==> src/joystick_direction_repeat_assert.svh <==
// Assertion macros for the joystick direction block.
// Used by the top level; expects aclk and aresetn in scope.
`ifndef JOYSTICK_DIRECTION_REPEAT_ASSERT_SVH
`define JOYSTICK_DIRECTION_REPEAT_ASSERT_SVH

// Consequent must hold in the same cycle as the antecedent.
`define JDR_ASSERT_SAME(label, ante, cons, msg) \
    label: assert property (@(posedge aclk) disable iff (!aresetn) (ante) |-> (cons)) \
        else $error(msg);

// Consequent must hold in the cycle after the antecedent.
`define JDR_ASSERT_NEXT(label, ante, cons, msg) \
    label: assert property (@(posedge aclk) disable iff (!aresetn) (ante) |=> (cons)) \
        else $error(msg);

`endif

==> src/jdr_pkg.sv <==
// Shared types and constants for the joystick direction block.
// No dependencies.
package jdr_pkg;

    localparam int ADC_BITS     = 12;
    localparam int GAP_BITS     = 16;
    localparam int CFG_IDX_BITS = 3;
    localparam int CFG_DATA_BITS = 16;

    // Register indexes
    localparam logic [CFG_IDX_BITS-1:0] REG_CENTER_X   = 3'd0;
    localparam logic [CFG_IDX_BITS-1:0] REG_LOW_X      = 3'd1;
    localparam logic [CFG_IDX_BITS-1:0] REG_HIGH_X     = 3'd2;
    localparam logic [CFG_IDX_BITS-1:0] REG_CENTER_Y   = 3'd3;
    localparam logic [CFG_IDX_BITS-1:0] REG_LOW_Y      = 3'd4;
    localparam logic [CFG_IDX_BITS-1:0] REG_HIGH_Y     = 3'd5;
    localparam logic [CFG_IDX_BITS-1:0] REG_REPEAT_GAP = 3'd6;

    // Reset values
    localparam logic [ADC_BITS-1:0] ADC_CENTER_RST = 12'd2048;
    localparam logic [ADC_BITS-1:0] ADC_LOW_RST    = 12'd0;
    localparam logic [ADC_BITS-1:0] ADC_HIGH_RST   = 12'd4095;
    localparam logic [GAP_BITS-1:0] GAP_RST        = 16'd10;

    typedef struct packed {
        logic [ADC_BITS-1:0] sample_x;
        logic [ADC_BITS-1:0] sample_y;
    } jdr_in_t;

    typedef struct packed {
        logic move_up;
        logic move_down;
        logic move_left;
        logic move_right;
    } jdr_out_t;

    // Deflection flags of one axis
    typedef struct packed {
        logic below;
        logic above;
    } jdr_axis_flags_t;

    // Calibration load into the running extent of one axis
    typedef struct packed {
        logic                ld_min;
        logic                ld_max;
        logic [ADC_BITS-1:0] value;
    } jdr_ext_load_t;

endpackage

==> src/joystick_direction_repeat.sv <==
// Joystick direction detector with auto-repeat; top level.
// Pipeline: an accepted sample pair goes to the input register, then to the result register;
//   throughput is one sample pair per cycle unless the result side stalls (m_ready low).
// Reset (aresetn low, synchronous): calibration registers, running extents and
//   hold-off counters return to their defaults; both pipeline registers empty.
// Depends on jdr_pkg, jdr_axis, jdr_repeat and joystick_direction_repeat_assert.svh.
`include "joystick_direction_repeat_assert.svh"

module joystick_direction_repeat #(
    parameter int HOLD_BITS = 16
) (
    input  logic                              aclk,
    input  logic                              aresetn,
    // sample pair channel
    input  logic                              s_valid,
    output logic                              s_ready,
    input  jdr_pkg::jdr_in_t                  s_payload,
    // direction event channel
    output logic                              m_valid,
    input  logic                              m_ready,
    output jdr_pkg::jdr_out_t                 m_payload,
    // calibration write channel
    input  logic                              cfg_valid,
    output logic                              cfg_ready,
    input  logic [jdr_pkg::CFG_IDX_BITS-1:0]  cfg_index,
    input  logic [jdr_pkg::CFG_DATA_BITS-1:0] cfg_wdata
);
    import jdr_pkg::*;

    // Calibration registers
    logic [ADC_BITS-1:0] center_x_reg, center_y_reg;
    logic [GAP_BITS-1:0] repeat_gap_reg;

    // Pipeline registers
    logic     in_valid_reg, in_valid_next;
    jdr_in_t  in_payload_reg;
    logic     out_valid_reg, out_valid_next;
    jdr_out_t out_payload_reg;

    logic                cfg_fire;
    logic [ADC_BITS-1:0] cfg_adc_val;
    logic                advance;
    logic                step;
    jdr_ext_load_t       load_x, load_y;
    jdr_axis_flags_t     flags_x, flags_y;
    jdr_out_t            fires;

    // ------------------------------------------------------------------
    // Calibration port: always ready. Writes must arrive only while idle; the block does not enforce this.
    // A write to a low/high register reloads that axis's running extent,
    // which is the only place the calibrated minimum and maximum live.
    // ------------------------------------------------------------------
    assign cfg_ready   = 1'b1;
    assign cfg_fire    = cfg_valid && cfg_ready;
    assign cfg_adc_val = cfg_wdata[ADC_BITS-1:0];

    always_ff @(posedge aclk) begin
        if (!aresetn) begin
            center_x_reg   <= ADC_CENTER_RST;
            center_y_reg   <= ADC_CENTER_RST;
            repeat_gap_reg <= GAP_RST;
        end else if (cfg_fire) begin
            case (cfg_index)
                REG_CENTER_X:   center_x_reg   <= cfg_adc_val;
                REG_CENTER_Y:   center_y_reg   <= cfg_adc_val;
                REG_REPEAT_GAP: repeat_gap_reg <= cfg_wdata[GAP_BITS-1:0];
                REG_LOW_X, REG_HIGH_X, REG_LOW_Y, REG_HIGH_Y: begin
                    // loaded into the running extents of the axis units
                end
                default: begin
                    // drop writes to unmapped indexes
                end
            endcase
        end
    end

    always_comb begin
        load_x.ld_min = cfg_fire && (cfg_index == REG_LOW_X);
        load_x.ld_max = cfg_fire && (cfg_index == REG_HIGH_X);
        load_x.value  = cfg_adc_val;
        load_y.ld_min = cfg_fire && (cfg_index == REG_LOW_Y);
        load_y.ld_max = cfg_fire && (cfg_index == REG_HIGH_Y);
        load_y.value  = cfg_adc_val;
    end

    // ------------------------------------------------------------------
    // Handshake: the result register frees itself when taken, so the input
    // register can advance whenever the result slot is empty or draining.
    // State (extents, hold-off counters) updates on the same edge that loads
    // the result, so the next sample pair sees the updated state.
    // ------------------------------------------------------------------
    assign advance = !out_valid_reg || m_ready;
    assign step    = in_valid_reg && advance;
    assign s_ready = !in_valid_reg || advance;

    always_comb begin
        in_valid_next  = s_ready ? s_valid : in_valid_reg;
        out_valid_next = advance ? in_valid_reg : out_valid_reg;
    end

    always_ff @(posedge aclk) begin
        if (!aresetn) begin
            in_valid_reg  <= 1'b0;
            out_valid_reg <= 1'b0;
        end else begin
            in_valid_reg  <= in_valid_next;
            out_valid_reg <= out_valid_next;
        end
    end

    // hold the sample pair until it moves into the result stage
    always_ff @(posedge aclk) begin
        if (s_valid && s_ready) begin
            in_payload_reg <= s_payload;
        end
    end

    always_ff @(posedge aclk) begin
        if (step) begin
            out_payload_reg <= fires;
        end
    end

    assign m_valid   = out_valid_reg;
    assign m_payload = out_payload_reg;

    // ------------------------------------------------------------------
    // Per-axis deflection test. X below centre is right, Y at or above is up.
    // ------------------------------------------------------------------
    jdr_axis u_axis_x (
        .aclk    (aclk),
        .aresetn (aresetn),
        .step    (step),
        .center  (center_x_reg),
        .sample  (in_payload_reg.sample_x),
        .load    (load_x),
        .flags   (flags_x)
    );

    jdr_axis u_axis_y (
        .aclk    (aclk),
        .aresetn (aresetn),
        .step    (step),
        .center  (center_y_reg),
        .sample  (in_payload_reg.sample_y),
        .load    (load_y),
        .flags   (flags_y)
    );

    // ------------------------------------------------------------------
    // Hold-off counters, one per direction.
    // ------------------------------------------------------------------
    jdr_repeat #(.HOLD_BITS(HOLD_BITS)) u_rep_up (
        .aclk    (aclk),
        .aresetn (aresetn),
        .step    (step),
        .active  (flags_y.above),
        .gap     (repeat_gap_reg),
        .fire    (fires.move_up)
    );

    jdr_repeat #(.HOLD_BITS(HOLD_BITS)) u_rep_down (
        .aclk    (aclk),
        .aresetn (aresetn),
        .step    (step),
        .active  (flags_y.below),
        .gap     (repeat_gap_reg),
        .fire    (fires.move_down)
    );

    jdr_repeat #(.HOLD_BITS(HOLD_BITS)) u_rep_left (
        .aclk    (aclk),
        .aresetn (aresetn),
        .step    (step),
        .active  (flags_x.above),
        .gap     (repeat_gap_reg),
        .fire    (fires.move_left)
    );

    jdr_repeat #(.HOLD_BITS(HOLD_BITS)) u_rep_right (
        .aclk    (aclk),
        .aresetn (aresetn),
        .step    (step),
        .active  (flags_x.below),
        .gap     (repeat_gap_reg),
        .fire    (fires.move_right)
    );

    // ------------------------------------------------------------------
    // Assertions
    // ------------------------------------------------------------------
    `JDR_ASSERT_SAME(a_up_down_excl, out_valid_reg,
        !(out_payload_reg.move_up && out_payload_reg.move_down),
        "up and down fired together")
    `JDR_ASSERT_SAME(a_left_right_excl, out_valid_reg,
        !(out_payload_reg.move_left && out_payload_reg.move_right),
        "left and right fired together")
    `JDR_ASSERT_NEXT(a_in_held, in_valid_reg && !advance,
        in_valid_reg && $stable(in_payload_reg),
        "stalled sample pair lost or changed")
    `JDR_ASSERT_NEXT(a_step_gives_result, step, out_valid_reg,
        "processed sample pair gave no result")

endmodule

==> src/jdr_axis.sv <==
// One joystick axis: running extent registers and the 0.8-span deflection test.
// Depends on jdr_pkg.
module jdr_axis (
    input  logic                          aclk,
    input  logic                          aresetn,
    input  logic                          step,
    input  logic [jdr_pkg::ADC_BITS-1:0]  center,
    input  logic [jdr_pkg::ADC_BITS-1:0]  sample,
    input  jdr_pkg::jdr_ext_load_t        load,
    output jdr_pkg::jdr_axis_flags_t      flags
);
    import jdr_pkg::*;

    localparam int PW = ADC_BITS + 3;

    logic [ADC_BITS-1:0] run_min_reg, run_min_next;
    logic [ADC_BITS-1:0] run_max_reg, run_max_next;
    logic                is_below;
    logic [ADC_BITS-1:0] mn_eff, mx_eff;
    logic [ADC_BITS-1:0] dev, span;
    logic [PW-1:0]       dev5, span4;

    always_comb begin
        is_below = sample < center;
        // widen the extent to the sample first so the span never goes negative
        mn_eff   = (sample < run_min_reg) ? sample : run_min_reg;
        mx_eff   = (sample > run_max_reg) ? sample : run_max_reg;
        if (is_below) begin
            dev  = center - sample;
            span = center - mn_eff;
        end else begin
            dev  = sample - center;
            span = mx_eff - center;
        end
        dev5  = (PW'(dev) << 2) + PW'(dev);
        span4 = PW'(span) << 2;
        flags.below = is_below && (dev5 > span4);
        flags.above = !is_below && (dev5 > span4);

        run_min_next = run_min_reg;
        run_max_next = run_max_reg;
        if (load.ld_min) begin
            run_min_next = load.value;
        end else if (step && is_below) begin
            run_min_next = mn_eff;
        end
        if (load.ld_max) begin
            run_max_next = load.value;
        end else if (step && !is_below) begin
            run_max_next = mx_eff;
        end
    end

    always_ff @(posedge aclk) begin
        if (!aresetn) begin
            run_min_reg <= ADC_LOW_RST;
            run_max_reg <= ADC_HIGH_RST;
        end else begin
            run_min_reg <= run_min_next;
            run_max_reg <= run_max_next;
        end
    end

endmodule

==> src/jdr_repeat.sv <==
// Hold-off counter for one direction: fire on entry, then once per gap+1 samples.
// Depends on jdr_pkg.
module jdr_repeat #(
    parameter int HOLD_BITS = 16
) (
    input  logic                          aclk,
    input  logic                          aresetn,
    input  logic                          step,
    input  logic                          active,
    input  logic [jdr_pkg::GAP_BITS-1:0]  gap,
    output logic                          fire
);
    import jdr_pkg::*;

    logic [HOLD_BITS-1:0] hold_reg, hold_next;

    always_comb begin
        fire      = active && (hold_reg == '0);
        hold_next = hold_reg;
        if (step) begin
            if (!active) begin
                hold_next = '0;
            end else if (hold_reg == '0) begin
                hold_next = HOLD_BITS'(gap);
            end else begin
                hold_next = hold_reg - HOLD_BITS'(1);
            end
        end
    end

    always_ff @(posedge aclk) begin
        if (!aresetn) begin
            hold_reg <= '0;
        end else begin
            hold_reg <= hold_next;
        end
    end

endmodule

==> config.mk <==
export PLATFORM = sky130hd
export DESIGN_NAME = joystick_direction_repeat
export DESIGN_NICKNAME = d
export VERILOG_FILES = /design/src/jdr_pkg.sv /design/src/joystick_direction_repeat.sv /design/src/jdr_axis.sv /design/src/jdr_repeat.sv
export VERILOG_INCLUDE_DIRS = /design/src /design/src/src
export SDC_FILE = /design/constraint.sdc
export NUM_CORES = 1
export LEC_CHECK = 0
export BUFFER_PORTS_ARGS = -buffer_cell sky130_fd_sc_hd__buf_2
export CAP_MARGIN = 10
export CELL_PAD_IN_SITES_DETAIL_PLACEMENT = 1
export CELL_PAD_IN_SITES_GLOBAL_PLACEMENT = 2
export CORE_AREA = 5 5 210 212
export DETAILED_ROUTE_END_ITERATION = 10
export DIE_AREA = 0 0 215 217
export GPL_TIMING_DRIVEN = 0
export PLACE_DENSITY_LB_ADDON = 0.1
export SKIP_LAST_GASP = 1
export SYNTH_ARGS = -nofsm -noshare
export SYNTH_HDL_FRONTEND = slang
export SYNTH_SLANG_ARGS = --single-unit
==> constraint.sdc <==
create_clock -name aclk -period 9.33 [get_ports aclk]
set_clock_uncertainty 0.1 [all_clocks]
set_input_delay 1.3995 -clock aclk [delete_from_list [all_inputs] [get_ports aclk]]
set_output_delay 1.3995 -clock aclk [all_outputs]
set_load 0.005 [all_outputs]
==> impl_metrics.csv <==
group,metric,value,unit
global_routing,antenna_found_initial,0,
cts,clk_pin_slew,0.08,ns
detailed_routing,num_vias,15470,
sta,slew_headroom,26.08,%
cts,cts-htree-levels,4,
floorplanning,die_area,46660,um2
synth,avgSynthCellArea,7.576,um2
final_layout,num_antenna_cells,0,
cts,cts_tree,"yes",
sta,worst_slack,0.8063,ns
power_and_ir_drop,peakVddDrop,0.0001116,V
final_layout,area_growth_syn_to_layout,9.437,%
synth,synth_edf_count,28,
global_routing,grt_usage,25.10,%
floorplanning,num_io_pins,55,
synth,yosysUniqueCellTypes,81,
placement,dp_slack,0.4723,ns
sta,fin_setup_tns,0,ns
final_layout,finalNonFillerCells,2703,
worst_setup_path,ff2ff_path_depth,33,
cts,clk_latency,0.50,ns
placement,hpwl,47290,um
synth,synth_seq_area_share,24.89,%
sta,setup_violations,0,
synth,synth-async-reset-ratio,0,%
sta,max_freq,117.3,MHz
final_layout,largest_reg_flops,24,
detailed_routing,dr.pass1.iters,6,
global_routing,grt_pass1_wl,91070,um
worst_setup_path,cp.buffers_inverters,5,
synth,synth-seq-cells,182,
worst_setup_path,cp_max_fo,10,
final_layout,fin_nets,2395,
final_layout,final_common_cell,"nand2_1",
sta,timing.hold.ws,0.3758,ns
detailed_routing,remaining_drc_errors,0,
floorplanning,dieHeight,217,um
placement,dp.cells,2671,
worst_setup_path,cp_top_family,"compound AO/OA/AOI/OAI gates",
sta,fin_crit,8.524,ns
worst_setup_path,crit_path_max_incr_delay,0.59,ns
detailed_routing,drt-wirelength-per-cell,22.00,um
power_and_ir_drop,finalPower,3.710,mW
synth,netlist_instances,2081,
sta,rsz0062_at_grt,"false",
worst_setup_path,r2r_slack,0.81,ns
worst_setup_path,crit_path_start_kind,"flop",
flow_run,drv_cap,0,
sta,drv_slew,0,
power_and_ir_drop,powerDensity,215.0,nW/um2
final_layout,mostFrequentLayoutCells,"280 x nand2_1, 232 x a21oi_1, 186 x ha_1",
worst_setup_path,cpMaxStageDelayCell,"a41oi_2",
min_path,hold-path-cell-count,2,
floorplanning,initial_core_util,37.75,%
detailed_routing,ant_nets,0,
worst_setup_path,critical_path_class,"flop to flop",
cts,numCtsBuffers,17,
worst_setup_path,r2r_start,"in_payload_reg[12]",
floorplanning,die_w,215,um
synth,synth_ff_type,"dfxtp_1",
synth,synth_nets,2325,
sta,tightest_slew,1.109,ns
detailed_routing,dr.first_iter.drc_count,695,
placement,gp_congestion,0.8682,
global_routing,grt_remaining_overflow,0,
worst_setup_path,r2r_end,"u_rep_left.hold_reg[13]",
worst_setup_path,cpMostUsedCell,"o21ai_0",
cts,clk_path_buf_depth,2,
placement,port-buffer-count,51,
synth,ys_warn_count,0,
sta,fin_crit_sh,91.36,%
worst_setup_path,arrival,8.78,ns
power_and_ir_drop,leakage,7.602,nW
global_routing,grt_start_max_net_pins,25,
sta,hold_violations,0,
worst_setup_path,cp-end-kind,"flop",
min_path,hp-class,"flop to flop",
floorplanning,core,41760,um2
cts,clock-sinks,182,
detailed_routing,drt-total-wl,59460,um
min_path,holdPathEnd,"u_rep_left.hold_reg[10]",
global_routing,grt_pass1_vias,15740,
final_layout,drive_gt1_share,5.591,%
synth,synth.cell_area,15770,um2
detailed_routing,routed_via_density,5.722,
run_status,outcome,"complete, no violations",
cts,cts-root-buf,"clkbuf_16",
min_path,min_from,"u_rep_left.hold_reg[10]",
worst_setup_path,worstPathRequired,9.58,ns
floorplanning,num_rows,75,
[cell type report]
cell class / instances / area, um2
Sequential cell: 182 / 3924
Buffer: 93 / 360.3
Tap cell: 539 / 674.4
Timing Repair Buffer: 51 / 255.2
Fill cell: 5269 / 24510
Multi-Input combinational cell: 1647 / 10890
Clock inverter: 13 / 122.6
Clock buffer: 19 / 432.9
Inverter: 159 / 596.8
[worst max-delay path by stage]
stage / depth (start not counted) / startpoint / endpoint / slack (ns)
after floorplan: 34 / center_y_reg[1] / u_rep_up.hold_reg[11] / 2.45
after global placement: 33 / in_payload_reg[12] / u_rep_left.hold_reg[7] / 0.70
after detailed placement: 33 / in_payload_reg[12] / u_rep_left.hold_reg[8] / 0.47
after CTS: 33 / in_payload_reg[12] / u_rep_left.hold_reg[8] / 0.44
after global routing: 31 / center_x_reg[1] / u_rep_left.hold_reg[13] / 0.1
final: 33 / in_payload_reg[12] / u_rep_left.hold_reg[13] / 0.81
[stage by stage]
step / utilization, % / instance area [um2]
2_1_floorplan: - / 15770
3_3_place_gp: 39.98 / 16690
3_5_place_dp: 39.98 / 16700
4_1_cts: 41.31 / 17250
5_1_grt: 41.32 / 17250
6_report: 41.32 / 17250
[synthesized netlist by cell type (all sizes together) (5+ instances only)]
| library cell | n | area, um2 |
|---|---|---|
| nand2 | 281 | 1057 |
| a21oi | 234 | 1179 |
| ha | 186 | 2327 |
| nor2 | 173 | 649.4 |
| inv | 159 | 596.8 |
| dfxtp | 154 | 3083 |
| o21ai | 130 | 650.6 |
| clkbuf | 79 | 296.5 |
| a21o | 58 | 435.4 |
| xnor2 | 55 | 481.7 |
| nand3 | 35 | 175.2 |
| mux2i | 34 | 340.3 |
| nor3 | 32 | 160.2 |
| o211ai | 29 | 217.7 |
| edfxtp | 28 | 840.8 |
| xor2 | 26 | 227.7 |
| nor2b | 24 | 150.1 |
| or3 | 22 | 137.6 |
| a211oi | 21 | 157.7 |
| o31ai | 21 | 162.6 |
| nand4 | 20 | 131.4 |
| a31oi | 19 | 118.9 |
| nor4 | 17 | 106.4 |
| a21boi | 14 | 105.1 |
| buf | 14 | 62.56 |
| nand2b | 14 | 87.58 |
| and2 | 13 | 81.33 |
| a211o | 12 | 105.1 |
| and3 | 12 | 75.07 |
| o21a | 12 | 90.09 |
| a2bb2oi | 10 | 87.58 |
| fa | 10 | 200.2 |
| o21bai | 10 | 75.07 |
| o311ai | 10 | 87.58 |
| or2 | 10 | 62.56 |
| a2111oi | 9 | 116.4 |
| nor3b | 9 | 67.56 |
| o41ai | 9 | 86.34 |
| a221oi | 7 | 67.56 |
| or4 | 7 | 52.55 |
| a31o | 5 | 43.79 |
| and4 | 5 | 43.79 |
| o22ai | 5 | 31.28 |
[worst register-to-register path, delay by kind of cell, from the launching register on]
kind / cells / cell delay [ns]
buffers and inverters: 5 / 1.06
xor gates and xnor gates: 2 / 0.27
adders and majority gates: 5 / 1.58
DFF: 1 / 0.50
and+or+nand+nor: 5 / 0.84
AOI/OAI and AO/OA: 15 / 3.74
muxes: 1 / 0.27
[logic make-up (layout without fill, tap and decap cells)]
| group | Yosys count | in the layout | share of synthesized area [%] |
|---|---|---|---|
| other | 1 | 1 | 0.02379 |
| adders and majority gates | 198 | 198 | 16.16 |
| buffers and inverters | 252 | 335 | 6.063 |
| DFF | 182 | 182 | 24.89 |
| and+or+nand+nor | 678 | 678 | 19.49 |
| AOI/OAI and AO/OA | 651 | 651 | 26.43 |
| xor gates and xnor gates | 81 | 81 | 4.500 |
| muxes | 38 | 38 | 2.444 |
[report_power, final]
group / switching, mW / internal [mW] / total [mW]
Sequential: 0.0690 / 0.856 / 0.925
Combinational: 1.25 / 0.791 / 2.04
Clock: 0.372 / 0.371 / 0.742
[layer usage]
metal  up-vias  wire, um  GRT usage (%)
li1       7554         -              -
met1      7542     27040          31.78
met2       267     28260          43.29
met3       104      1798          3.419
met4         0      2357          10.24
met5         -         0              0
[repair_timing]
action,CTS,global route
resized for setup,0,2
setup endpoints to repair,0,11
hold buffers,0,0
setup buffers,0,0
No activity file was read; power rests on OpenSTA's default activity.
